$ cat src/design/crc_checked_frame_deframer_assert.svh
// Assertion macros shared by the deframer RTL.
`ifndef CRC_CHECKED_FRAME_DEFRAMER_ASSERT_SVH
`define CRC_CHECKED_FRAME_DEFRAMER_ASSERT_SVH

// Same-cycle implication, disabled during reset.
`define CRCDF_ASSERT_NOW(lbl, clk, rst_n, ante, cons) \
    lbl: assert property (@(posedge clk) disable iff (!rst_n) (ante) |-> (cons)) \
        else $error("assertion failed");

// Next-cycle implication, disabled during reset.
`define CRCDF_ASSERT_NEXT(lbl, clk, rst_n, ante, cons) \
    lbl: assert property (@(posedge clk) disable iff (!rst_n) (ante) |=> (cons)) \
        else $error("assertion failed");

`endif

$ cat src/design/crcdf_pkg.sv
`default_nettype none
// ---------------------------------------------------------------------------
// crcdf_pkg
// Shared types, constants and the CRC-32C byte update of the deframer.
// ---------------------------------------------------------------------------
package crcdf_pkg;

    localparam int LEN_BITS = 24;
    localparam logic [31:0] LEN_MASK = 32'((64'd1 << LEN_BITS) - 64'd1);
    localparam logic [31:0] CRC_POLY = 32'h82F63B78;
    localparam logic [31:0] CRC_INIT = 32'hFFFFFFFF;
    localparam logic [4:0]  HDR_LAST = 5'd27;
    localparam logic [4:0]  HDR_CRC_SPAN = 5'd20;
    localparam logic [7:0]  MAGIC [4] = '{8'h46, 8'h43, 8'h52, 8'h46};
    localparam int Q_DEPTH = 4;
    localparam int Q_AW = $clog2(Q_DEPTH);

    localparam logic [1:0] CFG_VERSION = 2'd0;
    localparam logic [1:0] CFG_MAX_LEN = 2'd1;

    localparam logic [1:0] RK_HEADER = 2'd0;
    localparam logic [1:0] RK_PAYLOAD = 2'd1;
    localparam logic [1:0] RK_END = 2'd2;

    localparam logic [2:0] ST_OK = 3'd0;
    localparam logic [2:0] ST_MAGIC = 3'd1;
    localparam logic [2:0] ST_VERSION = 3'd2;
    localparam logic [2:0] ST_HDR_CRC = 3'd3;
    localparam logic [2:0] ST_LIMIT = 3'd4;
    localparam logic [2:0] ST_PAY_CRC = 3'd5;

    typedef enum logic [1:0] {
        PH_HEADER  = 2'b01,
        PH_PAYLOAD = 2'b10
    } t_phase;

    typedef enum logic [2:0] {
        OP_HDR,
        OP_HDR_END,
        OP_PAY,
        OP_PAY_END,
        OP_END
    } t_op;

    typedef struct packed {
        t_op                 op;
        logic [7:0]          data;
        logic [2:0]          status;
        logic [15:0]         kind;
        logic [63:0]         corr;
        logic [LEN_BITS-1:0] len;
    } t_cmd;

    typedef struct packed {
        logic full;
        logic empty;
    } t_qstat;

    typedef struct packed {
        logic [1:0]          result_kind;
        logic [15:0]         frame_kind;
        logic [63:0]         correlation_id;
        logic [LEN_BITS-1:0] frame_length;
        logic [7:0]          payload_byte;
        logic [2:0]          status;
        logic                last;
    } t_res;

    function automatic logic [31:0] crc32c_byte(input logic [31:0] c, input logic [7:0] b);
        logic [31:0] x;
        x = c ^ {24'd0, b};
        for (int i = 0; i < 8; i++) begin
            x = x[0] ? ((x >> 1) ^ CRC_POLY) : (x >> 1);
        end
        return x;
    endfunction

endpackage
`default_nettype wire

$ cat src/design/crcdf_queue.sv
`default_nettype none
// ---------------------------------------------------------------------------
// crcdf_queue
// Short command queue between the parser and the result emitter.
// ---------------------------------------------------------------------------
module crcdf_queue import crcdf_pkg::*; (
    input  wire     i_clk,
    input  wire     i_rst_n,
    input  wire     i_push,
    input  t_cmd    i_cmd,
    input  wire     i_pop,
    output t_cmd    o_head,
    output t_qstat  o_stat
);

    t_cmd            r_mem [Q_DEPTH];
    logic [Q_AW-1:0] r_wr, r_rd;
    logic [Q_AW:0]   r_cnt;

    assign o_head = r_mem[r_rd];
    assign o_stat.full = (r_cnt == (Q_AW+1)'(Q_DEPTH));
    assign o_stat.empty = (r_cnt == '0);

    always_ff @(posedge i_clk) begin
        if (i_push) begin
            r_mem[r_wr] <= i_cmd;
        end
    end

    always_ff @(posedge i_clk) begin
        if (!i_rst_n) begin
            r_wr <= '0;
            r_rd <= '0;
            r_cnt <= '0;
        end else begin
            if (i_push) begin
                r_wr <= r_wr + 1'b1;
            end
            if (i_pop) begin
                r_rd <= r_rd + 1'b1;
            end
            r_cnt <= r_cnt + (Q_AW+1)'(i_push) - (Q_AW+1)'(i_pop);
        end
    end

endmodule
`default_nettype wire

$ cat config.mk
export PLATFORM = sky130hd
export DESIGN_NAME = crcdf_queue
export DESIGN_NICKNAME = d
export VERILOG_FILES = /design/src/design/crc_checked_frame_deframer_assert.svh /design/src/design/crcdf_pkg.sv /design/src/design/crcdf_queue.sv
export SDC_FILE = /design/constraint.sdc
export NUM_CORES = 1
export LEC_CHECK = 0
export ABC_AREA = 1
export BUFFER_PORTS_ARGS = -buffer_cell sky130_fd_sc_hd__buf_2
export CAP_MARGIN = 20
export CORE_ASPECT_RATIO = 0.7
export CORE_MARGIN = 5
export CORE_UTILIZATION = 39
export DETAILED_ROUTE_END_ITERATION = 16
export PLACE_DENSITY_LB_ADDON = 0.05
export SETUP_SLACK_MARGIN = 0.1
export SLEW_MARGIN = 20
export SYNTH_ARGS = -nofsm -noshare
export SYNTH_HDL_FRONTEND = slang
export SYNTH_SLANG_ARGS = --single-unit
$ cat constraint.sdc
create_clock -name i_clk -period 6.1 [get_ports i_clk]
set_clock_uncertainty 0.1 [all_clocks]
set_input_delay 0.305 -clock i_clk [delete_from_list [all_inputs] [get_ports i_clk]]
set_output_delay 0.305 -clock i_clk [all_outputs]
set_load 0.02 [all_outputs]
# After elaboration in Yosys (flattened, before gate mapping)
# Memories as Yosys holds them, arrays and structs flattened. A register that Yosys moved wholly into a read port is not among the register bits.
# Cells that the tools add are included.
# W data, S select, Z words.
totals:
  mem_count: 1
  mem_bits_rw: 472
  out_inout_bits: 120
  regBits: 7
  wordCells: 14
mem_list:
  columns: ["memory", "depth", "width", "read_ports", "rd_ports_with_merged_regs", "wr", "line_no", "rtl"]
  rows:
  - ["r_mem", 4, 118, 1, 1, 1, "crcdf_queue.sv:16", "t_cmd r_mem [Q_DEPTH];"]
classes:
  n_mux: 4
  n_reduce_logical: 1
  add_sub_neg: 4
  n_eq_ne: 1
op_table:
  columns: ["cell", "count"]
  rows:
  - ["$add A2 B1 Y2 const B", 2]
  - ["$mux W2", 2]
  - ["$add A3 B1 Y3", 1]
  - ["$eq A3 B3 Y1 const B", 1]
  - ["$logic_not A3 Y1", 1]
  - ["$sub A3 B1 Y3", 1]
  - ["$mux W1", 2]

# Longest topological paths before layout
# Gate-level depths: netlist of the first run.
depth:
  depth_word: 3
  depth_mapped: 8
  ltp_nobuf: 8

# Least setup slack after synthesis of the first run
# No wires, ideal clock.
synth_timing:
  kind: "flip-flop to flip-flop"
  startpoint: "register r_wr[0]"
  endpoint: "memory r_mem[2][0] (netlist bit) (enable)"
  n_path_buf: 0
  slack_ns: 2.666
  required_ns: 5.529
  stages_incl_launch_ff: 5
  arrival_ns: 2.863
  period_less_slack_ns: 3.434
  path_cell_list: "dfxtp_1 > inv_1 > ha_1 > nand2_1 > inv_1"
synth_rtl:
  columns: ["item", "line_no", "rtl"]
  rows:
  - ["start: declaration", "crcdf_queue.sv:17", "logic [Q_AW-1:0] r_wr, r_rd;"]
  - ["start signal: assignment", "crcdf_queue.sv:37", "r_wr <= r_wr + 1'b1;"]
  - ["end: declaration", "crcdf_queue.sv:16", null]
# Straight into the memory's write port.

==> results of run 1 <==
-- registers in the layout, indices dropped and copies added, names as in the netlist, named ones only --
name	cells
r_cnt	3
r_mem	472
r_wr	2
r_rd	2
-- timing repair --
item,CTS,global route
hold buffers,122,0
setup buffers,0,0
endpoints found under the hold margin,481,0
-- per-stage QoR --
step	util, %	area (um2)	instances
floorplan	-	18800	1431
global placement	43.1	20600	2228
detailed placement	43.1	20600	2228
CTS	48.6	23200	2437
global route	48.6	23200	2437
finish	48.6	23200	2437
-- Yosys cell counts (all sizes together) --
library cell  count  share of area [%]
inv             251                5.0
a21oi           124                3.3
o21ai           122                3.2
nor3              1              0.027
dfxtp             9               0.96
nand2           246                4.9
ha                6               0.40
fa                1               0.11
edfxtp          472                 75
nor2              2              0.040
clkbuf           26               0.52
o211ai          118                4.7
nand3             1              0.027
buf              52                1.4
-- kinds of logic after synthesis --
| logic type | count (synthesis) | share of synthesized area (%) |
|---|---|---|
| DFF | 481 | 76.3 |
| AOI/OAI and AO/OA | 364 | 11.3 |
| buffers and inverters | 329 | 6.97 |
| and+or+nand+nor | 250 | 5.00 |
| adders and majority gates | 7 | 0.505 |
-- cell type report --
class,instances,area [um2]
Multi-Input combinational cell,621,3150
Sequential cell,481,14400
Clock inverter,20,135
Inverter,251,952
Fill cell,4270,24500
Clock buffer,67,1290
Timing Repair Buffer,376,2560
Tap cell,621,777
-- critical path, delay by kind of cell, from the launching register on --
family | cells | cell delay, ps
AOI/OAI and AO/OA | 2 | 270
DFF | 1 | 940
buffers and inverters | 2 | 850
and+or+nand+nor | 1 | 90
-- where the power goes --
group	total, mW	switching, mW	internal (mW)	leakage (nW)
registers	3.83	0.0482	3.78	4.41
logic	0.802	0.539	0.263	3.89
clock network	2.74	1.18	1.56	0.696
-- metal layers --
layer / global-route usage, % / vias up / part of all wire, %
met1: 20.7 / 5395 / 46
li1: - / 5695 / -
met2: 25.6 / 191 / 48
met5: 0 / - / 0.034
met4: 3.47 / 4 / 1.9
met3: 3.07 / 60 / 4.4
-- final timing paths --
kind / startpoint / end / slack (ps) / cells after the start
max: flip-flop / o_head[106] / 2910 / 5
min: r_rd[1] / flip-flop / 380 / 2
max reg2reg: r_wr[0] / r_mem[0][54] / 3540 / 5
min reg2reg: r_rd[1] / flip-flop / 380 / 2
==> results.py, run 1 <==
metrics = {
    "pwr": {
        "vdd_drop_max_mv": 0.226,
        "power_leakage_nw": 9.00,
        "totalPowerFinal_mw": 7.37,
        "p_per_area_nw_per_um2": 317,
    },
    "sta": {
        "tightest_slew_ps": 899,
        "period_share_pct": 52.3,
        "slew_violations": 0,
        "timing.final.ws_setup_ps": 2910,
        "rsz0062_at_grt": "no",
        "setup_violations": 0,
        "clock.fmax_mhz": 314,
        "tns_ps": 0,
        "min_period_ps": 3190,
        "hold_ws_ps": 378,
        "finalHoldViolCount": 0,
        "slew_headroom_pct": 40.1,
    },
    "die": {
        "fp.coreArea_um2": 47800,
        "die-area_um2": 52800,
        "dieHeight_um": 194,
        "num_rows": 67,
        "ioPinCount": 242,
        "start_util_pct": 39.4,
        "die_w_um": 273,
    },
    "critical_path": {
        "crit_path_end_kind": "output port",
        "crit_chain": "buf_4, a21oi_1, o21ai_0, nand2_1, buf_2",
        "cp.arrival_ps": 2780,
        "path_class": "flip-flop to output port",
        "crit_slowest_cell": "dfxtp_4",
        "critPathRequiredTime_ps": 5690,
        "path_max_fanout": 91,
        "start_kind": "flip-flop",
        "slowest_delay_ps": 940,
    },
    "synth": {
        "yosys_warnings": 0,
        "synth-seq-cells": 481,
        "avgSynthCellArea_um2": 13.2,
        "synth_cell_type_count": 16,
        "syn_inst": 1431,
        "syn_nets": 1560,
        "syn_area_um2": 18800,
        "ys_seq_area_share_pct": 76.3,
    },
    "finish": {
        "final_cell_mix": "edfxtp_1, inv_1, nand2_1",
        "diodes": 0,
        "layout.nets": 1908,
        "drive_gt1_share_pct": 17.5,
        "layout_commonest_cell": "edfxtp_1",
        "syn2layout_area_growth_pct": 23.5,
    },
    "clock_tree": {
        "insertion_delay_ps": 540,
        "clock_sinks": 481,
        "cts_resized": 0,
        "cts-root-buf": "clkbuf_16",
        "cts_made_buffers": 48,
        "clockBufferDepth": 3,
        "cts_tree": "done",
        "h-tree-depth": 2,
        "clk_pin_slew_ps": 60,
    },
    "route": {
        "ant_nets": 0,
        "dr.pass1.iters": 5,
        "vias": 11300,
        "routedWlPerCell_um": 16.9,
        "drtIter0Drc": 694,
        "drt-total-wl_um": 41100,
        "route.detailed.drc": 0,
        "viasPerCell": 4.66,
    },
    "status": {
        "status": "finished, final reports clean",
    },
    "placement": {
        "dpl_worst_slack_ps": 3450,
        "finalWeightedCongestion": 0.704,
        "hpwl_um": 23700,
        "port_buffers": 241,
    },
    "grt": {
        "grt_usage_pct": 15.2,
        "grt_pass1_wl_um": 64200,
        "grt_max_degree": 172,
        "antenna_found_initial": 2,
        "first_global_vias": 11100,
        "grt_overflow": 0,
    },
    "min_path": {
        "hp-class": "flip-flop to flip-flop",
    },
    "flow_run": {
        "cap_violations": 0,
    },
}
Power figures use the tool's default switching activity.
==> inputs of run 2 (changes only) <==
clock period = 2.6 ns   (was 6.1 ns; I/O delays follow)
==> run 2 against run 1 <==
Compared with the run above:
- highest routed layer unchanged
- clock power rose by 140%
- first-iteration DRC count fell by 14%
- largest cell class unchanged
- global-route usage fell by 0.38 points
==> results.py, run 2 (synthesis results as in run 1) <==
metrics = {
    "critical_path": {
        "slowest_delay_ps": 530,
        "critPathRequiredTime_ps": 2370,
        "rr_startpoint": "r_wr[0]",
        "reg2regPathDepth": 5,
        "path_class": "flip-flop to output port",
        "start_kind": "flip-flop",
        "endpoint": "o_head[93]",
        "r2r-end": "r_mem[2][44]",
        "crit_slowest_cell": "dfxtp_4",
        "r2r_setup_slack_ps": 620,
        "crit_chain": "buf_12, o211ai_1, nand2_1, buf_2",
        "crit_path_end_kind": "output port",
        "cp.arrival_ps": 2000,
        "path_max_fanout": 81,
    },
    "route": {
        "drt-total-wl_um": 40100,
        "routedWlPerCell_um": 16.3,
        "vias": 11200,
        "route.detailed.drc": 0,
        "viasPerCell": 4.56,
        "ant_nets": 0,
        "drtIter0Drc": 596,
        "dr.pass1.iters": 4,
    },
    "clock_tree": {
        "cts-root-buf": "clkbuf_16",
        "clk_pin_slew_ps": 60,
        "cts_made_buffers": 48,
        "clock_sinks": 481,
        "insertion_delay_ps": 550,
        "cts_tree": "done",
        "h-tree-depth": 2,
        "clockBufferDepth": 3,
    },
    "placement": {
        "dpl_worst_slack_ps": 579,
        "port_buffers": 241,
        "finalWeightedCongestion": 0.685,
        "hpwl_um": 23300,
    },
    "finish": {
        "syn2layout_area_growth_pct": 26.1,
        "largest_reg_flops": 472,
        "final_cell_mix": "edfxtp_1, inv_1, nand2_1",
        "layout.nets": 1927,
        "layout_commonest_cell": "edfxtp_1",
        "top_regs": "r_mem (472), r_cnt (3)",
        "regMostFlops": "r_mem",
        "diodes": 0,
        "drive_gt1_share_pct": 19.1,
    },
    "pwr": {
        "swShare_pct": 23.8,
        "pwr-share-clk_pct": 37.8,
        "vdd_drop_max_mv": 0.472,
        "combPwrFrac_pct": 11.4,
        "internal_power_mw": 13.4,
        "p_per_area_nw_per_um2": 742,
        "power_leakage_nw": 9.17,
        "seq_power_share_pct": 50.8,
        "switchingPower_mw": 4.20,
    },
    "sta": {
        "hold_ws_ps": 224,
        "rsz0062_at_grt": "no",
        "tightest_slew_ps": 637,
        "timing.final.ws_setup_ps": 368,
        "finalHoldViolCount": 0,
        "slew_violations": 0,
        "setup_violations": 0,
        "clock.fmax_mhz": 448,
        "tns_ps": 0,
        "slew_headroom_pct": 57.4,
        "min_period_ps": 2230,
        "period_share_pct": 85.9,
    },
    "die": {
        "die-area_um2": 52800,
        "dieHeight_um": 194,
        "fp.coreArea_um2": 47800,
        "num_rows": 67,
        "die_w_um": 273,
        "start_util_pct": 39.4,
        "ioPinCount": 242,
    },
    "grt": {
        "grt_max_degree": 109,
        "grt_pass1_wl_um": 63200,
        "antenna_found_initial": 1,
        "grt_overflow": 0,
        "grt_usage_pct": 14.9,
        "first_global_vias": 11100,
    },
    "status": {
        "status": "finished, final reports clean",
    },
    "flow_run": {
        "cap_violations": 0,
    },
    "min_path": {
        "hp-class": "input port to flip-flop",
    },
}
run 2: power groups by stage:
stage / logic (mW) / registers (mW) / clock network, mW
finish: 2.00 / 8.95 / 6.66
global route: 2.22 / 8.97 / 7.22
CTS: 2.06 / 8.95 / 6.88
detailed placement: 1.90 / 9.12 / 0
global placement: 1.89 / 9.11 / 0
floorplan: 1.10 / 9.11 / 0
run 2: per-stage QoR:
step	std cells	util [%]	area [um2]	total power, mW
after floorplan	1431	-	18900	10.2
after global placement	2247	44.0	21000	11.0
after detailed placement	2247	44.0	21000	11.0
after CTS	2456	49.7	23700	17.9
after global routing	2456	49.7	23700	18.4
final	2456	49.7	23700	17.6
run 2: area by class of cell:
type                    count  area, um2
multi-input cells         621       3170
inverters                 251        957
clock inverters            26        223
fillers                  4270      24100
clock buffers              61       1270
well taps                 621        777
repair buffers            395       2970
flip-flops and latches    481      14400
run 2: worst min-delay path by stage:
stage                from  depth (start not counted)             to  slack [ps]
3_3_place_gp    i_cmd[78]                          1   r_mem[1][78]         250
2_1_floorplan       i_pop                          1      flip-flop         120
6_report       i_cmd[113]                          2  r_mem[2][113]         220
5_1_grt         i_cmd[17]                          2   r_mem[2][17]         210
4_1_cts        i_cmd[113]                          2  r_mem[2][113]         190
3_5_place_dp    i_cmd[88]                          1   r_mem[0][88]         250
run 2: worst max-delay path, delay by kind of cell, from the launching register on:
kind / cells / cell delay (ps)
AOI/OAI and AO/OA: 1 / 150
DFF: 1 / 530
buffers and inverters: 2 / 540
and+or+nand+nor: 1 / 160
run 2: metal layers:
metal	global-route usage [%]	up-vias	routed length, um
met5	0	-	7
met4	2.83	2	626
met3	3.07	57	1740
met2	24.6	180	18700
met1	20.6	5247	19000
li1	-	5723	-
run 2: repair_timing:
item | 4_1_cts | 5_1_grt
hold buffers | 122 | 0
endpoints found under the hold margin | 481 | 0
gates resized for setup | 0 | 0
setup buffers | 0 | 0
setup endpoints to repair | 0 | 0
