===== src/design/crc_checked_frame_deframer_assert.svh =====
// Assertion macros shared by the deframer RTL.
`ifndef CRC_CHECKED_FRAME_DEFRAMER_ASSERT_SVH
`define CRC_CHECKED_FRAME_DEFRAMER_ASSERT_SVH

// Same-cycle implication, disabled during reset.
`define CRCDF_ASSERT_NOW(lbl, clk, rst_n, ante, cons) \
    lbl: assert property (@(posedge clk) disable iff (!rst_n) (ante) |-> (cons)) \
        else $error("assertion failed");

// Next-cycle implication, disabled during reset.
`define CRCDF_ASSERT_NEXT(lbl, clk, rst_n, ante, cons) \
    lbl: assert property (@(posedge clk) disable iff (!rst_n) (ante) |=> (cons)) \
        else $error("assertion failed");

`endif


===== src/design/crcdf_pkg.sv =====
`default_nettype none
// ---------------------------------------------------------------------------
// crcdf_pkg
// Shared types, constants and the CRC-32C byte update of the deframer.
// ---------------------------------------------------------------------------
package crcdf_pkg;

    localparam int LEN_BITS = 24;
    localparam logic [31:0] LEN_MASK = 32'((64'd1 << LEN_BITS) - 64'd1);
    localparam logic [31:0] CRC_POLY = 32'h82F63B78;
    localparam logic [31:0] CRC_INIT = 32'hFFFFFFFF;
    localparam logic [4:0]  HDR_LAST = 5'd27;
    localparam logic [4:0]  HDR_CRC_SPAN = 5'd20;
    localparam logic [7:0]  MAGIC [4] = '{8'h46, 8'h43, 8'h52, 8'h46};
    localparam int Q_DEPTH = 4;
    localparam int Q_AW = $clog2(Q_DEPTH);

    localparam logic [1:0] CFG_VERSION = 2'd0;
    localparam logic [1:0] CFG_MAX_LEN = 2'd1;

    localparam logic [1:0] RK_HEADER = 2'd0;
    localparam logic [1:0] RK_PAYLOAD = 2'd1;
    localparam logic [1:0] RK_END = 2'd2;

    localparam logic [2:0] ST_OK = 3'd0;
    localparam logic [2:0] ST_MAGIC = 3'd1;
    localparam logic [2:0] ST_VERSION = 3'd2;
    localparam logic [2:0] ST_HDR_CRC = 3'd3;
    localparam logic [2:0] ST_LIMIT = 3'd4;
    localparam logic [2:0] ST_PAY_CRC = 3'd5;

    typedef enum logic [1:0] {
        PH_HEADER  = 2'b01,
        PH_PAYLOAD = 2'b10
    } t_phase;

    typedef enum logic [2:0] {
        OP_HDR,
        OP_HDR_END,
        OP_PAY,
        OP_PAY_END,
        OP_END
    } t_op;

    typedef struct packed {
        t_op                 op;
        logic [7:0]          data;
        logic [2:0]          status;
        logic [15:0]         kind;
        logic [63:0]         corr;
        logic [LEN_BITS-1:0] len;
    } t_cmd;

    typedef struct packed {
        logic full;
        logic empty;
    } t_qstat;

    typedef struct packed {
        logic [1:0]          result_kind;
        logic [15:0]         frame_kind;
        logic [63:0]         correlation_id;
        logic [LEN_BITS-1:0] frame_length;
        logic [7:0]          payload_byte;
        logic [2:0]          status;
        logic                last;
    } t_res;

    function automatic logic [31:0] crc32c_byte(input logic [31:0] c, input logic [7:0] b);
        logic [31:0] x;
        x = c ^ {24'd0, b};
        for (int i = 0; i < 8; i++) begin
            x = x[0] ? ((x >> 1) ^ CRC_POLY) : (x >> 1);
        end
        return x;
    endfunction

endpackage
`default_nettype wire


===== src/design/crcdf_if.sv =====
`default_nettype none
// ---------------------------------------------------------------------------
// crcdf interfaces
// Byte input, result output and register write channels.
// ---------------------------------------------------------------------------
interface crcdf_in_if;
    logic       valid;
    logic       ready;
    logic [7:0] stream_byte;
    modport source (output valid, output stream_byte, input ready);
    modport sink (input valid, input stream_byte, output ready);
endinterface


interface crcdf_cfg_if;
    logic        valid;
    logic        ready;
    logic [1:0]  index;
    logic [23:0] data;
    modport source (output valid, output index, output data, input ready);
    modport sink (input valid, input index, input data, output ready);
endinterface
`default_nettype wire


===== src/design/crcdf_front.sv =====
`default_nettype none
// ---------------------------------------------------------------------------
// crcdf_front
// Header parser and payload tracker; turns each payload byte and each completed header into a queue command.
// ---------------------------------------------------------------------------
module crcdf_front import crcdf_pkg::*; (
    input  wire         i_clk,
    input  wire         i_rst_n,
    crcdf_in_if.sink    i_in,
    crcdf_cfg_if.sink   i_cfg,
    input  t_qstat      i_qstat,
    output logic        o_push,
    output t_cmd        o_cmd
);

    t_phase              r_phase, n_phase;
    logic [4:0]          r_pos, n_pos;
    logic                r_magic, n_magic;
    logic [15:0]         r_version, n_version;
    logic [15:0]         r_kind, n_kind;
    logic [31:0]         r_len, n_len;
    logic [63:0]         r_corr, n_corr;
    logic [31:0]         r_hcrc, n_hcrc;
    logic [31:0]         r_pcrc, n_pcrc;
    logic [31:0]         r_crc, n_crc;
    logic [LEN_BITS-1:0] r_rem, n_rem;
    logic [15:0]         r_exp_ver;
    logic [23:0]         r_max;
    logic                accept;
    logic [7:0]          b;
    logic [31:0]         crc_base;
    logic [31:0]         limit;

    assign i_in.ready = !i_qstat.full;
    assign i_cfg.ready = 1'b1;
    assign accept = i_in.valid && i_in.ready;
    assign b = i_in.stream_byte;
    assign limit = ({8'd0, r_max} > LEN_MASK) ? LEN_MASK : {8'd0, r_max};

    always_comb begin
        n_phase = r_phase;
        n_pos = r_pos;
        n_magic = r_magic;
        n_version = r_version;
        n_kind = r_kind;
        n_len = r_len;
        n_corr = r_corr;
        n_hcrc = r_hcrc;
        n_pcrc = r_pcrc;
        n_crc = r_crc;
        n_rem = r_rem;
        o_push = 1'b0;
        o_cmd = '0;
        o_cmd.op = OP_END;
        o_cmd.data = b;
        crc_base = (r_pos == 5'd0) ? CRC_INIT : r_crc;
        case (r_phase)
            PH_PAYLOAD: begin
                n_crc = crc32c_byte(r_crc, b);
                n_rem = r_rem - 1'b1;
                o_push = accept;
                if (n_rem == '0) begin
                    o_cmd.op = OP_PAY_END;
                    o_cmd.status = (~n_crc == r_pcrc) ? ST_OK : ST_PAY_CRC;
                    n_phase = PH_HEADER;
                    n_pos = 5'd0;
                    n_magic = 1'b1;
                    n_crc = CRC_INIT;
                end else begin
                    o_cmd.op = OP_PAY;
                end
            end
            default: begin
                n_magic = (r_pos == 5'd0) ? 1'b1 : r_magic;
                if (r_pos < 5'd4 && b != MAGIC[r_pos[1:0]]) begin
                    n_magic = 1'b0;
                end
                n_crc = (r_pos < HDR_CRC_SPAN) ? crc32c_byte(crc_base, b) : crc_base;
                if (r_pos inside {[5'd4:5'd5]}) begin
                    n_version = {b, r_version[15:8]};
                end else if (r_pos inside {[5'd6:5'd7]}) begin
                    n_kind = {b, r_kind[15:8]};
                end else if (r_pos inside {[5'd8:5'd11]}) begin
                    n_len = {b, r_len[31:8]};
                end else if (r_pos inside {[5'd12:5'd19]}) begin
                    n_corr = {b, r_corr[63:8]};
                end else if (r_pos inside {[5'd20:5'd23]}) begin
                    n_hcrc = {b, r_hcrc[31:8]};
                end else if (r_pos inside {[5'd24:5'd27]}) begin
                    n_pcrc = {b, r_pcrc[31:8]};
                end
                n_phase = PH_HEADER;
                if (r_pos < HDR_LAST) begin
                    n_pos = r_pos + 1'b1;
                end else begin
                    o_push = accept;
                    n_pos = 5'd0;
                    n_magic = 1'b1;
                    n_crc = CRC_INIT;
                    o_cmd.kind = r_kind;
                    o_cmd.corr = r_corr;
                    o_cmd.len = r_len[LEN_BITS-1:0];
                    if (!r_magic) begin
                        o_cmd.status = ST_MAGIC;
                    end else if (r_version != r_exp_ver) begin
                        o_cmd.status = ST_VERSION;
                    end else if (r_hcrc != ~r_crc) begin
                        o_cmd.status = ST_HDR_CRC;
                    end else if (r_len > limit) begin
                        o_cmd.status = ST_LIMIT;
                    end else if (r_len == 32'd0) begin
                        o_cmd.op = OP_HDR_END;
                        o_cmd.status = (n_pcrc == 32'd0) ? ST_OK : ST_PAY_CRC;
                    end else begin
                        o_cmd.op = OP_HDR;
                        n_phase = PH_PAYLOAD;
                        n_rem = r_len[LEN_BITS-1:0];
                    end
                end
            end
        endcase
    end

    always_ff @(posedge i_clk) begin
        if (!i_rst_n) begin
            r_phase <= PH_HEADER;
            r_pos <= 5'd0;
            r_magic <= 1'b1;
            r_crc <= CRC_INIT;
            r_rem <= '0;
            r_exp_ver <= 16'd1;
            r_max <= 24'd65536;
        end else begin
            if (accept) begin
                r_phase <= n_phase;
                r_pos <= n_pos;
                r_magic <= n_magic;
                r_crc <= n_crc;
                r_rem <= n_rem;
            end
            if (i_cfg.valid) begin
                if (i_cfg.index == CFG_VERSION) begin
                    r_exp_ver <= i_cfg.data[15:0];
                end else if (i_cfg.index == CFG_MAX_LEN) begin
                    r_max <= i_cfg.data;
                end
            end
        end
    end

    always_ff @(posedge i_clk) begin
        if (accept) begin
            r_version <= n_version;
            r_kind <= n_kind;
            r_len <= n_len;
            r_corr <= n_corr;
            r_hcrc <= n_hcrc;
            r_pcrc <= n_pcrc;
        end
    end

endmodule
`default_nettype wire


===== src/flat_wrapper.sv =====
// flat-port wrapper written by rule: the top's interface ports become plain ports
module crcdf_front_flat import crcdf_pkg::*;
  (i_clk, i_rst_n, i_qstat, o_push, o_cmd, i_in_valid, i_in_stream_byte, i_in_ready, i_cfg_valid, i_cfg_index, i_cfg_data, i_cfg_ready);
  crcdf_in_if i_in_i ();
  crcdf_cfg_if i_cfg_i ();
  input  wire i_clk;
  input  wire i_rst_n;
  input  t_qstat i_qstat;
  output logic o_push;
  output t_cmd o_cmd;
  input wire logic [$bits(i_in_i.valid)-1:0] i_in_valid;
  input wire logic [$bits(i_in_i.stream_byte)-1:0] i_in_stream_byte;
  output wire logic [$bits(i_in_i.ready)-1:0] i_in_ready;
  input wire logic [$bits(i_cfg_i.valid)-1:0] i_cfg_valid;
  input wire logic [$bits(i_cfg_i.index)-1:0] i_cfg_index;
  input wire logic [$bits(i_cfg_i.data)-1:0] i_cfg_data;
  output wire logic [$bits(i_cfg_i.ready)-1:0] i_cfg_ready;
  assign i_in_i.valid = i_in_valid;
  assign i_in_i.stream_byte = i_in_stream_byte;
  assign i_in_ready = i_in_i.ready;
  assign i_cfg_i.valid = i_cfg_valid;
  assign i_cfg_i.index = i_cfg_index;
  assign i_cfg_i.data = i_cfg_data;
  assign i_cfg_ready = i_cfg_i.ready;
  crcdf_front u_core (.i_clk(i_clk), .i_rst_n(i_rst_n), .i_in(i_in_i), .i_cfg(i_cfg_i), .i_qstat(i_qstat), .o_push(o_push), .o_cmd(o_cmd));
endmodule

===== config.mk =====
export PLATFORM = sky130hd
export DESIGN_NAME = crcdf_front_flat
export DESIGN_NICKNAME = d
export VERILOG_FILES = /design/src/design/crc_checked_frame_deframer_assert.svh /design/src/design/crcdf_pkg.sv /design/src/design/crcdf_if.sv /design/src/design/crcdf_front.sv /design/src/flat_wrapper.sv
export SDC_FILE = /design/constraint.sdc
export NUM_CORES = 1
export LEC_CHECK = 0
export BUFFER_PORTS_ARGS = -buffer_cell sky130_fd_sc_hd__buf_2
export CORE_ASPECT_RATIO = 1.25
export CORE_MARGIN = 1
export CORE_UTILIZATION = 35
export DETAILED_ROUTE_END_ITERATION = 12
export REMOVE_ABC_BUFFERS = 1
export SYNTH_ARGS = -nofsm -noshare
export SYNTH_HDL_FRONTEND = slang
export SYNTH_SLANG_ARGS = --single-unit

===== constraint.sdc =====
create_clock -name i_clk -period 6.2 [get_ports i_clk]
set_clock_uncertainty 0.2 [all_clocks]
set_input_delay 0.31 -clock i_clk [delete_from_list [all_inputs] [get_ports i_clk]]
set_output_delay 0.31 -clock i_clk [all_outputs]
set_load 0.02 [all_outputs]

### Yosys cells after proc, flatten, opt, wreduce, memory -nomap -nowiden

Cells that the tools add are included.
W data, S select, Z words.

* register bits after elaboration: 296
* output and inout bits: 121
* bits of input ports: 40

* mux-type cells: 75
* bitwise logic cells: 27
* eq/ne operators: 13
* add/sub/neg operators: 2
* magnitude comparators: 17
* reduce and logical (&&, ||, !) cells: 26

Operator list (count)
* $mux W32: 28
* $not A16 Y17: 16
* $mux W24: 7
* $mux W107: 1
* $mux W104: 1
* $logic_not A32 Y1: 2
* $not A32 Y32: 2
* $xor A32 B8 Y32: 2
* $mux W3: 15
* $eq A32 B32 Y1: 1
* $gt A32 B24 Y1: 1
* $ne A32 B32 Y1: 1
* $logic_not A24 Y1: 1
* $sub A24 B1 Y24 const B: 1
* $bmux W8 S2: 1
* $mux W2: 8
* $mux W8: 2
* $ne A16 B16 Y1: 1
* $le A5 B5 Y1 const B: 3
* $mux W5: 3
* $reduce_and A7 Y1: 2
* $ge A5 B3 Y1 const B: 2
* $ge A5 B4 Y1 const B: 2
* $ge A5 B5 Y1 const B: 2
* 25 further kinds: 55

### Longest topological paths before layout

Gate-level depths: netlist of run 1.

* depth in word-level cells: 22
* depth in mapped cells: 13
* depth with buffers taken out: 11

### Least setup slack after synthesis of run 1

Ideal clock, no wire load.

* path kind: flip-flop to flip-flop
* start: register u_core.r_phase[0]
* end: register u_core.r_hcrc[0], enable pin
* path slack: 1051 ps
* clock period less this slack: 5149 ps
* cell stages (with the launch flop): 5
* required time: 5487 ps
* arrival: 4436 ps
* path buffers: 1
* library setup time: 513 ps
* path through: dfxtp_1 nand2b_1 clkinv_1 clkbuf_1 nor4b_1

* cells in the longest elaborated chain, start to end: 3

RTL lines
* start, declared: line crcdf_front.sv:16 `t_phase r_phase, n_phase;`
* start signal, assigned: line crcdf_front.sv:135 `r_phase <= n_phase;`
* $eq A2 B2 Y1: line crcdf_front.sv:57 `case (r_phase)`
* $not A1 Y1 (no source line)
* $reduce_and A7 Y1 (no source line)
* end signal, assigned: line crcdf_front.sv:157 `r_hcrc <= n_hcrc;`
* end, declared: line crcdf_front.sv:23 `logic [31:0] r_hcrc, n_hcrc;`

No other way between the ends.
A chain may end at the register's enable or synchronous reset.

==> results of run 1 <==
[sequential cells by signal (all words and copies together), names as in the netlist, 5 cells and up]
register          flops
u_core.r_corr        64
u_core.r_crc         32
u_core.r_exp_ver     16
u_core.r_hcrc        32
u_core.r_kind        16
u_core.r_len         32
u_core.r_max         24
u_core.r_pcrc        32
u_core.r_pos          5
u_core.r_rem         24
u_core.r_version     16
[area by class of cell]
type,instances,area share
inverters,43,0.00834
flip-flops and latches,296,0.405
repair buffers,210,0.0646
well taps,637,0.0412
multi-input cells,1154,0.427
clock inverters,12,0.00640
clock buffers,43,0.0468
[final timing paths]
check	start	endpoint	slack, ns	cells past startpoint
setup / recovery	u_core.r_crc[1]$_SDFFE_PN1P_	o_cmd[104]	1.44	10
hold / removal	i_rst_n	u_core.r_crc[11]$_SDFFE_PN1P_	0.04	2
setup reg to reg	u_core.r_crc[2]$_SDFFE_PN1P_	u_core.r_rem[5]$_SDFFE_PN0P_	1.95	10
hold reg to reg	u_core.r_corr[50]$_DFFE_PP_	u_core.r_corr[42]$_DFFE_PP_	0.24	0
[placed cells by master (no fill, tap or decap), types with 5 or more instances in the layout]
master | Yosys | routed
edfxtp_1 | 192 | 192
xnor2_1 | 191 | 191
buf_2 | 18 | 158
nand2_1 | 155 | 154
and2_1 | 111 | 111
dfxtp_1 | 104 | 104
a21oi_1 | 101 | 101
nor2_1 | 102 | 100
xor2_1 | 63 | 63
inv_1 | 42 | 41
nor4_1 | 37 | 37
o21ai_0 | 37 | 36
mux2_2 | 33 | 33
nand3_1 | 32 | 32
clkbuf_16 | 0 | 32
ha_1 | 30 | 30
dlygate4sd3_1 | 0 | 28
nor3_1 | 27 | 27
buf_4 | 12 | 24
xnor3_1 | 17 | 17
nand4_1 | 16 | 16
mux2i_1 | 15 | 15
a31oi_1 | 16 | 15
a211o_1 | 11 | 11
nand2b_1 | 9 | 9
a221o_1 | 9 | 9
o211ai_1 | 9 | 9
xnor2_2 | 8 | 8
a221oi_1 | 7 | 7
or4_1 | 6 | 6
or3_1 | 6 | 6
clkbuf_8 | 0 | 6
a21o_1 | 5 | 5
nor2b_1 | 5 | 5
xnor2_4 | 5 | 5
o32ai_1 | 5 | 5
a221oi_2 | 5 | 5
[worst reg2reg max path, stage by stage, from the launching register on]
cell	delay (ns)
dfxtp_1	0.85
xnor2_1	0.16
nor4_1	0.49
nand4_1	0.38
nor3_1	0.33
nand2_1	0.16
a2111oi_4	0.53
o21ai_1	0.31
buf_4	0.27
or3_1	0.37
a21oi_1	0.14
[report_power, final]
part           switching, mW  internal, mW  leakage, nW  total (mW)
Sequential            0.0931          2.13         2.59        2.22
Combinational          0.894         0.758         4.11        1.65
Clock                  0.793          1.10        0.498        1.89
Total                   1.78          3.98         7.19        5.76
[per-stage QoR]
step	hold WS (ns)	util
after floorplan	0.172	-
after global placement	0.221	0.382
after detailed placement	0.224	0.382
after CTS	0.0101	0.410
after global routing	0.0321	0.410
final	0.0429	0.410
[Yosys cell counts (4+ instances only)]
master    instances  area [µm²]
xnor2_4           5         138
buf_4            12        90.1
nor4_1           37         231
a221oi_1          7        61.3
nor2_1          102         383
nand4_1          16         100
a211o_1          11        96.3
edfxtp_1        192        5770
inv_1            42         158
and3_1            4        25.0
a21o_1            5        37.5
xnor2_1         191        1670
a31oi_1          16         100
a221o_1           9        90.1
o211ai_1          9        67.6
or4_1             6        45.0
nor3_1           27         135
buf_2            18        90.1
mux2i_1          15         150
a21oi_1         101         505
xor2_1           63         552
a221oi_2          5        75.1
o31a_1            4        35.0
nand3_1          32         160
nor2b_1           5        31.3
and2_1          111         694
or3_1             6        37.5
clkbuf_1         78         293
mux2_2           33         372
o21ai_0          37         185
xnor3_1          17         383
a211oi_1          4        30.0
dfxtp_1         104        2080
xnor2_2           8         130
nand2b_1          9        56.3
ha_1             30         375
o32ai_1           5        43.8
nand2_1         155         582
o21a_1            4        30.0
[per-layer routing]
layer / global-route usage / up-vias / wire, µm
met4: 0.0864 / 2 / 1960
met5: 0 / - / 11
met3: 0.0196 / 116 / 2330
li1: - / 5910 / -
met2: 0.354 / 395 / 24700
met1: 0.225 / 6084 / 18700
[logic make-up (layout without fill, tap and decap cells)]
group	count (synthesis)	in the layout	synth area share
flip-flops	296	296	0.469
AND/OR/NAND/NOR	538	538	0.164
adder cells (fa/ha/maj)	30	30	0.0224
multiplexers	48	48	0.0311
other	1	1	0.000224
buffers and inverters	157	308	0.0406
XOR/XNOR	285	285	0.173
AO/OA/AOI/OAI	252	252	0.101
==> metrics.cfg, run 1 <==
[outcome]
status = completed

[global_routing]
grt_pass1_vias = 12200
antenna_found_initial = 1
grtUsageTotal = 0.193
grt_max_degree = 77
overflow = 0
grt_pass1_wl_um = 71900

[min_path]
hold_class = in2reg

[die]
dieArea_mm2 = 0.0487
coreArea_mm2 = 0.0472
ios = 161
rows = 89
die_y_um = 247
start_util = 0.355
fp.dieW_um = 198

[setup_path]
startpoint_type = flop
cp.required_ns = 5.69
worstSetupEndpointType = output pin
worstPathCellList = xnor2_2, xnor2_1, xnor2_4, xnor3_1, or2_0, nor4_1, o221ai_1, o41ai_2, o21ai_1, buf_2
cp_slowest_stage_delay_ns = 0.58
crit_family = XOR/XNOR gates
worstSetupPathType = reg2out
crit_arrival_ns = 4.25
cp_max_fo = 12
cp.buffers_inverters = 1
crit_slowest_cell = xnor2_2

[detailed_routing]
drtIter0Drc = 1114
antenna_left = 0
vias = 12500
routedWlPerCell_um = 19.9
wirelength_um = 47700
vias_per_cell = 5.22
drt_first_pass_iters = 5
drcViolationCount = 0

[yosys]
ys_ff_latch = 296
syn_inst = 1607
synth-edff-count = 192
ys_types = 84
yosys_warnings = 0
syn_area_mm2 = 0.0167
syn_area_per_cell_um2 = 10.4
synthArstFlopShare = 0
synth_ff_type = edfxtp_1
ys_seq_area_frac = 0.469

[clock_tree]
root_buffer = clkbuf_16
cts_setup_buffers = 0
clock_sinks = 296
cts_tree = done
cts.clk_slew.worst_paths_ns = 0.07
clkLatencyLatePin_ns = 0.59
post_cts_resized = 0
numCtsBuffers = 30
h-tree-depth = 1
cts_buffer_depth = 3
ctsHoldBuffers = 28

[layout]
regArea_mm2 = 0.00785
area_delta_synth_final_pct = 15.6
nets = 1805
multi_input_area_mm2 = 0.00827
drive_gt1_frac = 0.174
final_cells = 2395
num_antenna_cells = 0
final_area_mm2 = 0.0194
fillers = 4556

[run]
maxCapViolCount = 0

[place]
pre_cts_ws_ns = 2.03
place_congestion = 0.926
placed_cell_area_mm2 = 0.0180
numPortBuffers = 158
dp_hpwl_um = 33600
dp.cells = 2312

[sta]
setup_slack_ns = 1.44
max_slew.worst_pin.slew_ns = 1.08
slew_violations = 0
tns_ns = 0
hold_viol = 0
timing.final.crit_share = 0.768
relSlewSlack = 0.279
setup_viol = 0
rsz0062_at_grt = no
fin_crit_ns = 4.76
max_freq_mhz = 210

[power]
irDropWorstVdd_v = 0.000184
total_leakage_power_nw = 7.19
finalPower_mw = 5.76
power_density_mw_per_mm2 = 298

Note: power is estimated with default switching activity, not from simulation.
==> inputs of run 2 (changes only) <==
==> constraint.sdc (replaced) <==
create_clock -name i_clk -period 4.8 [get_ports i_clk]
set_clock_uncertainty 0.2 [all_clocks]
set_input_delay 0.24 -clock i_clk [delete_from_list [all_inputs] [get_ports i_clk]]
set_output_delay 0.24 -clock i_clk [all_outputs]
set_load 0.02 [all_outputs]
==> metrics.cfg, run 2 (same netlist as run 1, synthesis figures left out) <==
[outcome]
status = completed

[detailed_routing]
routedWlPerCell_um = 20.1  ; +1.1%
vias = 12700  ; +1.2%
wirelength_um = 48700  ; +2.1%
drtIter0Drc = 1031  ; -7.5%
antenna_left = 0  ; unchanged
drcViolationCount = 0  ; unchanged
vias_per_cell = 5.23  ; +0.16%
drt_first_pass_iters = 6  ; +1

[setup_path]
worstSetupPathType = reg2out
startpoint_type = flop
worstSetupEndpointType = output pin
critPathMostFrequentCell = xnor2_4
crit_slowest_cell = xnor2_2
cp.required_ns = 4.36  ; -1.33 ns
cp_max_fo = 12  ; unchanged
crit_arrival_ns = 4.06  ; -0.19 ns
worstPathCellList = xnor2_2, xnor2_4, xnor2_4, xnor3_1, or2_0, nor4_1, o221ai_1, o41ai_2, o21ai_1, buf_2
cp_slowest_stage_delay_ns = 0.50  ; -0.08 ns

[place]
numPortBuffers = 158  ; unchanged
pre_cts_ws_ns = 0.669  ; -1.36 ns
dp_hpwl_um = 34500  ; +2.8%
place_congestion = 0.963  ; +4.0%

[die]
rows = 89  ; unchanged
start_util = 0.355  ; unchanged
die_y_um = 247  ; unchanged
ios = 161  ; unchanged
coreArea_mm2 = 0.0472  ; unchanged
dieArea_mm2 = 0.0487  ; unchanged
fp.dieW_um = 198  ; unchanged

[clock_tree]
numCtsBuffers = 30  ; unchanged
h-tree-depth = 1  ; unchanged
cts_tree = done
clkLatencyLatePin_ns = 0.58  ; about the same
root_buffer = clkbuf_16
clock_sinks = 296  ; unchanged
cts_buffer_depth = 3  ; unchanged
cts.clk_slew.worst_paths_ns = 0.07  ; about the same
cts_setup_buffers = 0  ; unchanged

[sta]
timing.final.crit_share = 0.937
max_freq_mhz = 222
setup_slack_ns = 0.300  ; -1.14 ns
rsz0062_at_grt = no
setup_viol = 0  ; unchanged
slew_violations = 0  ; unchanged
max_slew.worst_pin.slew_ns = 0.978  ; -0.101 ns
hold_viol = 0  ; unchanged
fin_crit_ns = 4.50
relSlewSlack = 0.346  ; +0.0666

[power]
power_density_mw_per_mm2 = 380  ; +28%
pwr-share-comb = 0.299  ; +0.012
p_int_mw = 5.10  ; +28%
p_sw_frac = 0.311  ; +0.00252
p_seq_frac = 0.384  ; about the same
p_sw_mw = 2.31  ; +30%
finalPower_mw = 7.41  ; +29%
p_clk_frac = 0.317  ; -0.011
total_leakage_power_nw = 7.28  ; +1.2%
irDropWorstVdd_v = 0.000272  ; +48%

[layout]
final_common_cell = edfxtp_1
regMostFlops = u_core.r_corr
area_delta_synth_final_pct = 16.4
mostFrequentLayoutCells = edfxtp_1 (192), xnor2_1 (190), buf_2 (158), nand2_1 (154), and2_1 (111)
fillers = 4574  ; +0.40%
num_antenna_cells = 0  ; unchanged
nets = 1828  ; +1.3%
drive_gt1_frac = 0.180  ; +0.00551
final_util = 0.413  ; +0.00289
largest_reg_flops = 64  ; unchanged

[global_routing]
grt_pass1_vias = 12200  ; -0.11%
antenna_found_initial = 0  ; -1
grtUsageTotal = 0.198  ; +0.00456
grt_pass1_wl_um = 73700  ; +2.5%
overflow = 0  ; unchanged
grt_max_degree = 77  ; unchanged

[min_path]
hold_class = in2reg

[run]
maxCapViolCount = 0  ; unchanged

## run 2: changes by cell type in the layout (fill, tap and decap cells not counted), sizes merged
cell         change
clkinv           +5
inv              -1
clkinvlp         -3
buf             +21
dlygate4sd3      +2
## run 2: final timing paths
check | from | slack, ns | depth (start not counted) | to
setup / recovery | u_core.r_crc[6]$_SDFFE_PN1P_ | 0.30 | 10 | o_cmd[104]
hold / removal | i_qstat[1] | 0.02 | 5 | u_core.r_crc[2]$_SDFFE_PN1P_
setup reg to reg | u_core.r_crc[0]$_SDFFE_PN1P_ | 0.87 | 10 | u_core.r_rem[7]$_SDFFE_PN0P_
hold reg to reg | u_core.r_corr[50]$_DFFE_PP_ | 0.23 | 0 | u_core.r_corr[42]$_DFFE_PP_
## run 2: layer usage
metal	track usage	vias to the layer above	wire (µm)
li1	-	5938	-
met1	0.237	6158	19500
met2	0.352	417	24600
met3	0.0230	140	2380
met4	0.0896	0	2270
met5	0	-	0
## run 2: worst max-delay path, delay by kind of cell (launching register included)
kind | cells | cell delay, ns
AO/OA/AOI/OAI | 3 | 0.70
AND/OR/NAND/NOR | 2 | 0.51
XOR/XNOR | 4 | 1.62
buffers and inverters | 1 | 0.18
flip-flops | 1 | 0.45
## run 2: area by class of cell
type | count | area (µm²) | area share
tap | 637 | 797 | 0.0409
inverter | 43 | 161 | 0.00828
timing repair buffer | 233 | 1440 | 0.0739
clock buffer | 43 | 852 | 0.0437
multi-input combinational | 1154 | 8280 | 0.425
sequential | 296 | 7850 | 0.403
clock inverter | 13 | 116 | 0.00597
## run 2: what timing repair did
item	4_1_cts	5_1_grt
endpoints found under the hold margin	52	0
gates resized for setup	0	1
endpoints found under the setup margin	0	2
hold buffers	30	0
## run 2: power by group through the flow
stage	logic (mW)	clock network [mW]	registers (mW)
floorplan	1.61	0	2.87
global placement	2.17	0	2.90
detailed placement	2.17	0	2.90
CTS	2.20	2.41	2.84
global route	2.36	2.50	2.85
finish	2.22	2.35	2.84
## run 2: metrics by stage
stage | std cells | cell area, µm² | hold slack, ns | TNS (ns)
floorplan | 1493 | 16200 | 0.102 | -39.90
global placement | 2333 | 18200 | 0.222 | 0
detailed placement | 2333 | 18200 | 0.224 | 0
CTS | 2419 | 19500 | 0.00151 | 0
global route | 2419 | 19500 | 0.000434 | 0
finish | 2419 | 19500 | 0.0165 | 0
==> inputs of run 3 (changes only) <==
--- a/config.mk
+++ b/config.mk
@@ -10,7 +10,6 @@
 export CORE_MARGIN = 1
 export CORE_UTILIZATION = 35
 export DETAILED_ROUTE_END_ITERATION = 12
-export REMOVE_ABC_BUFFERS = 1
 export SYNTH_ARGS = -nofsm -noshare
 export SYNTH_HDL_FRONTEND = slang
 export SYNTH_SLANG_ARGS = --single-unit
==> metrics.cfg, run 3 (same netlist as run 1, synthesis figures left out) <==
[outcome]
status = completed

[sta]
timing.final.crit_share = 0.942  ; +0.00462
rsz0062_at_grt = no
fin_crit_ns = 4.52  ; +0.0222 ns
max_freq_mhz = 221  ; -0.49%
relSlewSlack = 0.188  ; -0.158
hold_viol = 0  ; unchanged
tns_ns = 0  ; unchanged
slew_violations = 0  ; unchanged
setup_viol = 0  ; unchanged
max_slew.worst_pin.slew_ns = 1.22  ; +0.240 ns

[detailed_routing]
drcViolationCount = 0  ; unchanged
drt_first_pass_iters = 5  ; -1
drtIter0Drc = 850  ; -18%
vias = 12600  ; -0.13%
vias_per_cell = 5.21  ; -0.33%
antenna_left = 0  ; unchanged
routedWlPerCell_um = 20.1  ; -0.35%
wirelength_um = 48700  ; -0.14%

[clock_tree]
cts.clk_slew.worst_paths_ns = 0.06  ; about the same
cts_setup_buffers = 0  ; unchanged
clock_sinks = 296  ; unchanged
numCtsBuffers = 30  ; unchanged
clkLatencyLatePin_ns = 0.57  ; about the same
root_buffer = clkbuf_16
h-tree-depth = 1  ; unchanged
cts_tree = done
cts_buffer_depth = 3  ; unchanged

[setup_path]
cp.required_ns = 4.36  ; about the same
crit_slowest_cell = xnor2_4
crit_family = XOR/XNOR gates
critPathMostFrequentCell = xnor2_4
crit_arrival_ns = 4.08  ; +0.02 ns
worstSetupEndpointType = output pin
cp.buffers_inverters = 1  ; unchanged
cp_max_fo = 12  ; unchanged
worstSetupPathType = reg2out
cp_slowest_stage_delay_ns = 0.51  ; about the same
worstPathCellList = xnor2_4, xnor2_4, xnor2_4, xnor3_1, or2_0, nor4_1, o221ai_1, o41ai_4, o21ai_1, buf_2
startpoint_type = flop

[place]
place_congestion = 0.923  ; -4.2%
dp_hpwl_um = 34700  ; +0.52%
dp.cells = 2336  ; +0.13%
numPortBuffers = 158  ; unchanged

[layout]
final_common_cell = edfxtp_1
num_antenna_cells = 0  ; unchanged
regMostFlops = u_core.r_corr
final_cells = 2424  ; +0.21%
area_delta_synth_final_pct = 17.0
nets = 1833  ; +0.27%
mostFrequentLayoutCells = edfxtp_1 (192), xnor2_1 (190), buf_2 (158), nand2_1 (154), and2_1 (111)
drive_gt1_frac = 0.186  ; +0.00677
largest_reg_flops = 64  ; unchanged
fillers = 4595  ; +0.46%

[global_routing]
overflow = 0  ; unchanged
grt_pass1_vias = 12400  ; +1.6%
grt_pass1_wl_um = 74500  ; +1.2%
grtUsageTotal = 0.199  ; +0.00102
grt_max_degree = 106  ; +38%
antenna_found_initial = 0  ; unchanged

[die]
fp.dieW_um = 198  ; unchanged
coreArea_mm2 = 0.0472  ; unchanged
dieArea_mm2 = 0.0487  ; unchanged
ios = 161  ; unchanged
rows = 89  ; unchanged
die_y_um = 247  ; unchanged
start_util = 0.355  ; unchanged

[run]
maxCapViolCount = 0  ; unchanged

[power]
total_leakage_power_nw = 7.31  ; +0.33%
irDropWorstVdd_v = 0.000298  ; +9.3%
finalPower_mw = 7.48  ; +0.96%
power_density_mw_per_mm2 = 382  ; +0.41%

[yosys]
synth_nets = 1677

[min_path]
hold_class = in2reg

[run 3: metal layers]
layer  up-vias  wire length (µm)  part of all wire  GRT usage
li1       5951                 -                 -          -
met1      6131             20000              0.41      0.244
met2       450             23900              0.49      0.350
met3       105              2660             0.055     0.0227
met4         0              2050             0.042     0.0853
met5         -                 0                 0          0
[run 3: repair_timing]
action | in CTS | in global routing
setup endpoints to repair | 2 | 0
hold buffers | 32 | 0
gates resized for setup | 2 | 0
hold endpoints to repair | 56 | 0
[run 3: final timing paths]
path | startpoint | end | slack [ns] | depth (start not counted)
worst max register to register | u_core.r_pos[2]$_SDFFE_PN0P_ | u_core.r_crc[3]$_SDFFE_PN1P_ | 0.69 | 10
worst min-delay path | i_in_stream_byte[2] | u_core.r_crc[26]$_SDFFE_PN1P_ | 0.008 | 4
worst max-delay path | u_core.r_crc[0]$_SDFFE_PN1P_ | o_cmd[104] | 0.28 | 10
worst min register to register | u_core.r_corr[48]$_DFFE_PP_ | u_core.r_corr[40]$_DFFE_PP_ | 0.24 | 0
[run 3: tightest hold or removal path, stage by stage]
cell	delay, ns
buf_2	0.14
xnor2_4	0.14
nand2_1	0.09
a221o_1	0.13
[run 3: stage by stage]
step           utilization  setup WS, ns  cell area, µm²  hold slack, ns
2_1_floorplan            -         0.525           16800           0.139
3_3_place_gp         0.387         0.494           18300           0.223
3_5_place_dp         0.387         0.458           18300           0.223
4_1_cts              0.415         0.154           19600        0.000549
5_1_grt              0.415        0.0823           19600          0.0162
6_report             0.415         0.278           19600         0.00817
[run 3: area by class of cell]
| class | instances | area (µm²) | area share |
|---|---|---|---|
| well taps | 637 | 797 | 0.0407 |
| inverters | 43 | 161 | 0.00823 |
| clock inverters | 23 | 226 | 0.0116 |
| repair buffers | 238 | 1480 | 0.0757 |
| clock buffers | 33 | 783 | 0.0400 |
| flip-flops and latches | 296 | 7850 | 0.400 |
| multi-input cells | 1154 | 8300 | 0.424 |
[run 3: where the power goes]
group	switching [mW]	internal [mW]	leakage (nW)
Combinational	1.22	1.01	4.24
Clock	1.06	1.35	0.476
Sequential	0.0929	2.75	2.59
Total	2.37	5.11	7.31
